`src/hdl/utf8sd_pkg.sv`:
```
// Shared types, constants and helpers for the UTF-8 stream decoder.
// No dependencies.
package utf8sd_pkg;

  localparam int unsigned ByteW  = 8;
  localparam int unsigned CpW    = 32;
  localparam int unsigned LenW   = 3;

  // Lead byte limits of the original six-byte scheme
  localparam logic [ByteW-1:0] Lead1Max = 8'd127;
  localparam logic [ByteW-1:0] Lead2Max = 8'd223;
  localparam logic [ByteW-1:0] Lead3Max = 8'd239;
  localparam logic [ByteW-1:0] Lead4Max = 8'd247;
  localparam logic [ByteW-1:0] Lead5Max = 8'd251;
  localparam logic [ByteW-1:0] Lead6Max = 8'd253;

  localparam logic [CpW-1:0] LeadBias = 32'd192;
  localparam logic [CpW-1:0] ContBias = 32'd128;

  // Length codes; zero marks a bad lead
  localparam logic [LenW-1:0] LenBad = 3'd0;
  localparam logic [LenW-1:0] LenOne = 3'd1;
  localparam logic [LenW-1:0] LenMaxShift = 3'd4;

  typedef struct packed {
    logic [LenW-1:0] bytes_left;
    logic [CpW-1:0]  partial_value;
    logic [LenW-1:0] total_length;
  } dec_state_t;

  typedef struct packed {
    logic            valid;
    logic [CpW-1:0]  code_point;
    logic [LenW-1:0] seq_length;
    logic            bad_lead;
  } dec_result_t;

  function automatic logic [LenW-1:0] lead_length(input logic [ByteW-1:0] b);
    logic [LenW-1:0] n;
    if (b <= Lead1Max)      n = 3'd1;
    else if (b <= Lead2Max) n = 3'd2;
    else if (b <= Lead3Max) n = 3'd3;
    else if (b <= Lead4Max) n = 3'd4;
    else if (b <= Lead5Max) n = 3'd5;
    else if (b <= Lead6Max) n = 3'd6;
    else                    n = LenBad;
    return n;
  endfunction

  // v << (6*k), k limited to 0..5
  function automatic logic [CpW-1:0] shl6(input logic [CpW-1:0] v,
                                          input logic [LenW-1:0] k);
    logic [CpW-1:0] r;
    unique case (k)
      3'd0:    r = v;
      3'd1:    r = v << 6;
      3'd2:    r = v << 12;
      3'd3:    r = v << 18;
      3'd4:    r = v << 24;
      default: r = v << 30;
    endcase
    return r;
  endfunction

endpackage

```
`src/hdl/utf8_stream_decoder_top.sv`:
```
// Top level of the UTF-8 stream decoder (original six-byte scheme).
// Depends on utf8sd_pkg and utf8sd_step.
//
//  channel | signals                                   | dir
//  in      | in_valid_i, in_ready_o, in_byte_i         | in
//  out     | out_valid_o, out_ready_i, code_point_o,   | out
//          | seq_length_o, bad_lead_o                  |
//
// One byte per cycle while in_ready_o is high: the decode step sits
// between the sequence state registers and the result register.
// Reset clears the open sequence and the result valid flag.
// A held result only stalls input when out_ready_i is low; a waiting
// result is replaced in the same cycle it is taken.
module utf8_stream_decoder_top import utf8sd_pkg::*; (
  input  logic             clk_i,
  input  logic             rst_ni,
  input  logic             in_valid_i,
  output logic             in_ready_o,
  input  logic [ByteW-1:0] in_byte_i,
  output logic             out_valid_o,
  input  logic             out_ready_i,
  output logic [CpW-1:0]   code_point_o,
  output logic [LenW-1:0]  seq_length_o,
  output logic             bad_lead_o
);

  dec_state_t  state_q, state_d;
  dec_result_t step_res;
  logic        out_valid_q;
  logic [CpW-1:0]  code_point_q;
  logic [LenW-1:0] seq_length_q;
  logic        bad_lead_q;
  logic        accept;

  utf8sd_step u_step (
    .state_i  (state_q),
    .byte_i   (in_byte_i),
    .state_o  (state_d),
    .result_o (step_res)
  );

  assign in_ready_o = !out_valid_q || out_ready_i;
  assign accept     = in_valid_i && in_ready_o;

  always_ff @(posedge clk_i or negedge rst_ni) begin
    if (!rst_ni) begin
      state_q     <= '0;
      out_valid_q <= 1'b0;
    end else begin
      if (accept) begin
        state_q <= state_d;
      end
      if (accept) begin
        out_valid_q <= step_res.valid;
      end else if (out_ready_i) begin
        out_valid_q <= 1'b0;
      end
    end
  end

  always_ff @(posedge clk_i) begin
    if (accept && step_res.valid) begin
      code_point_q <= step_res.code_point;
      seq_length_q <= step_res.seq_length;
      bad_lead_q   <= step_res.bad_lead;
    end
  end

  assign out_valid_o  = out_valid_q;
  assign code_point_o = code_point_q;
  assign seq_length_o = seq_length_q;
  assign bad_lead_o   = bad_lead_q;

endmodule

```
`src/hdl/utf8sd_step.sv`:
```
// Combinational decode step: one byte against the open-sequence state.
// Depends on utf8sd_pkg.
module utf8sd_step import utf8sd_pkg::*; (
  input  dec_state_t       state_i,
  input  logic [ByteW-1:0] byte_i,
  output dec_state_t       state_o,
  output dec_result_t      result_o
);

  logic [LenW-1:0] lead_n;
  logic [LenW-1:0] lead_k;
  logic [LenW-1:0] cont_k;
  logic [LenW-1:0] left_dec;
  logic [CpW-1:0]  byte_ext;
  logic [CpW-1:0]  lead_term;
  logic [CpW-1:0]  cont_sum;

  assign byte_ext  = {{(CpW-ByteW){1'b0}}, byte_i};
  assign lead_n    = lead_length(byte_i);
  assign lead_k    = lead_n - 3'd1;
  assign lead_term = shl6(byte_ext - LeadBias, lead_k);
  assign left_dec  = state_i.bytes_left - 3'd1;
  assign cont_k    = (left_dec > LenMaxShift) ? LenMaxShift : left_dec;
  assign cont_sum  = state_i.partial_value + shl6(byte_ext - ContBias, cont_k);

  always_comb begin
    state_o  = state_i;
    result_o = '0;
    if (state_i.bytes_left == '0) begin
      if (lead_n == LenBad) begin
        result_o.valid      = 1'b1;
        result_o.seq_length = LenOne;
        result_o.bad_lead   = 1'b1;
      end else if (lead_n == LenOne) begin
        result_o.valid      = 1'b1;
        result_o.code_point = byte_ext;
        result_o.seq_length = LenOne;
      end else begin
        state_o.partial_value = lead_term;
        state_o.bytes_left    = lead_k;
        state_o.total_length  = lead_n;
      end
    end else begin
      state_o.bytes_left    = left_dec;
      state_o.partial_value = cont_sum;
      if (left_dec == '0) begin
        result_o.valid        = 1'b1;
        result_o.code_point   = cont_sum;
        result_o.seq_length   = state_i.total_length;
        state_o.partial_value = '0;
        state_o.total_length  = '0;
      end
    end
  end

endmodule
```
`config.mk`:
```
export PLATFORM = sky130hd
export DESIGN_NAME = utf8_stream_decoder_top
export DESIGN_NICKNAME = d
export VERILOG_FILES = /design/src/hdl/utf8sd_pkg.sv /design/src/hdl/utf8_stream_decoder_top.sv /design/src/hdl/utf8sd_step.sv
export SDC_FILE = /design/constraint.sdc
export NUM_CORES = 1
export LEC_CHECK = 0
export BUFFER_PORTS_ARGS = -buffer_cell sky130_fd_sc_hd__buf_2
export CAP_MARGIN = 0
export CORE_ASPECT_RATIO = 0.7
export CORE_MARGIN = 2
export CORE_UTILIZATION = 45
export DETAILED_ROUTE_END_ITERATION = 16
export MAX_ROUTING_LAYER = met4
export PLACE_DENSITY = 0.67
export SLEW_MARGIN = 15
export SYNTH_ARGS = -nofsm -noshare
export SYNTH_HDL_FRONTEND = slang
export SYNTH_HIERARCHICAL = 1
export SYNTH_SLANG_ARGS = --single-unit
```
`constraint.sdc`:
```
create_clock -name clk_i -period 13.1 [get_ports clk_i]
set_input_delay 2.62 -clock clk_i [delete_from_list [all_inputs] [get_ports clk_i]]
set_output_delay 2.62 -clock clk_i [all_outputs]
set_load 0.1 [all_outputs]
```
==> impl_metrics.json <==
{
  "cts_made_buffers": 9,
  "slew_violations": 0,
  "design.core.area_um2": 14100,
  "cts_resized": 0,
  "crit_path_start_kind": "input pin",
  "routedWlPerCell_um": 20.4,
  "reg2reg_slack_ns": 7.80,
  "rows": 36,
  "die_w_um": 148,
  "hold-worst-slack_ns": 0.518,
  "synth_nets": 797,
  "grt.total_usage_pct": 26.1,
  "dp_slack_ns": 6.87,
  "cp-end-kind": "flop",
  "drtPass1Iterations": 6,
  "hold_start": "state_q[36]",
  "antenna_found_initial": 0,
  "final_cell_count_no_fill": 951,
  "r2r-start": "state_q[35]",
  "setup_viol": 0,
  "first_iter_violations": 748,
  "fmax_mhz": 167,
  "synth_warnings": 6,
  "syn_area_um2": 6520,
  "cap_viol_max_count": 0,
  "reg2regPathDepth": 15,
  "drive_gt1_share_pct": 18.3,
  "yosys_most_used_dff": "dfrtp_1",
  "antenna_left": 0,
  "fill_cells": 1367,
  "grt_max_degree": 40,
  "clockBufferDepth": 2,
  "worstPathRequired_ns": 13.32,
  "multi_input_area_um2": 4130,
  "die_area_um2": 15500,
  "hold_class": "reg -> reg",
  "avgSynthCellArea_um2": 8.80,
  "ys_seq_area_share_pct": 31.6,
  "skew_ns": 0.00985,
  "drc": 0,
  "cts_root_buffer": "clkbuf_16",
  "period_share_pct": 45.8,
  "status": "finished clean",
  "async_reset_ff_share_pct": 52.0,
  "nNetsFinal": 812,
  "relSlewSlack_pct": 24.0,
  "hold_path_depth": 1,
  "ys_ff_latch": 75,
  "grt_pass1_wl_mm": 30.8,
  "final.setup.tns_ns": 0,
  "io_buffers": 49,
  "postLayoutSetupSlackWorst_ns": 7.10,
  "postCtsSetupBuffers": 0,
  "r2r-end": "state_q[30]",
  "clkSinkCount": 75,
  "path_class": "in -> reg",
  "clk_latency_ns": 0.34,
  "worstPathArrival_ns": 6.22,
  "pin_count": 50,
  "grt-ovfl-total": 0,
  "chipHeight_um": 105,
  "grt_pass1_vias": 5546,
  "hpwl_mm": 13.9,
  "routed_wl_mm": 19.4,
  "tightest_slew_ns": 1.13,
  "synthCells": 741,
  "clkTransAtPathRegs_ns": 0.06,
  "h-tree-depth": 3,
  "synth-edff-count": 36,
  "path_max_fanout": 16,
  "regArea_um2": 2060,
  "cts_hold_buf": 0,
  "via_per_inst": 6.34,
  "n_antenna_cell": 0,
  "dp_cells": 934,
  "place_congestion": 0.953,
  "initial_core_util_pct": 46.4,
  "hold_viol_final": 0,
  "via_count": 6029,
  "grt_setup_unrepaired": "false",
  "finalCriticalPeriod_ns": 6.00,
  "syn_to_final_growth_pct": 9.17,
  "synth_cell_types": 75,
  "hold_end": "state_q[36]",
  "cts_tree": "built"
}
==> stage by stage <==
stage,instance area (um2),utilization [%]
after global placement,6790,48.3
after CTS,7090,50.4
after floorplan,6520,-
after global routing,7120,50.6
after detailed placement,6790,48.3
final,7120,50.6
==> per-layer routing <==
metal / global-route usage, % / vias to the layer above / routed length [um]
li1: - / 2767 / -
met1: 39.9 / 2927 / 9520
met2: 34.9 / 301 / 7780
met3: 5.02 / 34 / 1770
met4: 6.39 / 0 / 313
met5: - / - / 0
==> cell families (layout without fill, tap and decap cells) <==
family                     after synthesis  count (layout)  synth area share [%]
and+or+nand+nor                        229             229                  16.5
DFF                                     75              75                  31.6
buffers and inverters                   74              94                  5.34
AOI/OAI and AO/OA                      255             255                  26.8
muxes                                   40              40                  8.02
xor gates and xnor gates                24              24                  3.22
adders and majority gates               44              44                  8.56
==> worst max-delay path: stages <==
cell and delay (ns):
buf_2 0.20, inv_1 0.11, ha_1 0.18, nand4_1 0.08, o21ai_0 0.10, a31oi_1 0.54, inv_1 0.20, ha_1 0.35
o31ai_1 0.37, nand2b_1 0.13, nand3_1 0.52, a21oi_1 0.08, a221oi_1 0.24, o41a_1 0.19, nand2_1 0.05, mux2_4 0.26
==> layout make-up <==
type | count | share of cell area (%)
flip-flops and latches | 75 | 28.9
clock inverters | 6 | 0.897
repair buffers | 53 | 4.15
clock buffers | 10 | 3.36
multi-input cells | 592 | 58.0
inverters | 25 | 1.32
well taps | 190 | 3.34
==> state kept, by name, indices dropped and copies added, names as in the netlist <==
name / flops
code_point_o: 32
seq_length_o: 3
out_valid_o: 1
bad_lead_o: 1
state_q: 38
==> worst max path at each step <==
stage                       from          endpoint  slack, ns
global route        in_byte_i[7]       state_q[28]       6.82
floorplan           in_byte_i[7]        bad_lead_o       6.49
global placement    in_byte_i[7]       state_q[29]       7.06
finish              in_byte_i[7]       state_q[29]       7.10
CTS                 in_byte_i[7]  code_point_o[21]       7.20
detailed placement  in_byte_i[7]  code_point_o[15]       6.87
==> Yosys cell counts (6+ instances only) <==
cell / instances / area share, %
inv_1: 23 / 1.3
nor2b_1: 7 / 0.67
a22oi_1: 9 / 1.0
a31oi_1: 11 / 1.1
o221ai_1: 15 / 2.0
nor2_1: 75 / 4.3
nand2b_1: 9 / 0.86
o21ai_1: 6 / 0.46
dfrtp_1: 39 / 15
and3_1: 8 / 0.77
and2_1: 9 / 0.86
nand3_1: 11 / 0.84
mux2_2: 18 / 3.1
buf_2: 9 / 0.69
o31ai_1: 7 / 0.81
edfxtp_1: 36 / 17
a22o_1: 6 / 0.81
nand2_1: 76 / 4.4
o21a_1: 10 / 1.2
buf_6: 7 / 1.2
xnor2_1: 13 / 1.7
nor3_1: 10 / 0.77
ha_1: 43 / 8.3
clkbuf_1: 30 / 1.7
a21o_1: 14 / 1.6
o21ai_0: 43 / 3.3
a211oi_1: 9 / 1.0
o211ai_1: 9 / 1.0
a21oi_1: 66 / 5.1
xor2_1: 11 / 1.5
mux2_4: 20 / 4.6
==> layout by cell type (no fill, tap or decap), types with 5 or more instances in the layout <==
| master | instances |
|---|---|
| nand2_1 | 76 |
| nor2_1 | 74 |
| a21oi_1 | 66 |
| buf_2 | 49 |
| o21ai_0 | 43 |
| ha_1 | 43 |
| dfrtp_1 | 39 |
| edfxtp_1 | 36 |
| inv_1 | 23 |
| mux2_4 | 20 |
| mux2_2 | 18 |
| o221ai_1 | 15 |
| a21o_1 | 14 |
| xnor2_1 | 13 |
| nand3_1 | 11 |
| xor2_1 | 11 |
| a31oi_1 | 10 |
| o21a_1 | 10 |
| nor3_1 | 10 |
| clkbuf_16 | 9 |
| nand2b_1 | 9 |
| o211ai_1 | 9 |
| and2_1 | 9 |
| a211oi_1 | 9 |
| a22oi_1 | 9 |
| and3_1 | 8 |
| o31ai_1 | 7 |
| nor2b_1 | 6 |
| o21ai_1 | 6 |
| a22o_1 | 6 |
| nand4_1 | 5 |
| o21bai_1 | 5 |
| a221oi_1 | 5 |
Power is left out: the tool's default activity adds up to more than one toggle a clock period on the data nets, which glitch-free logic cannot reach.
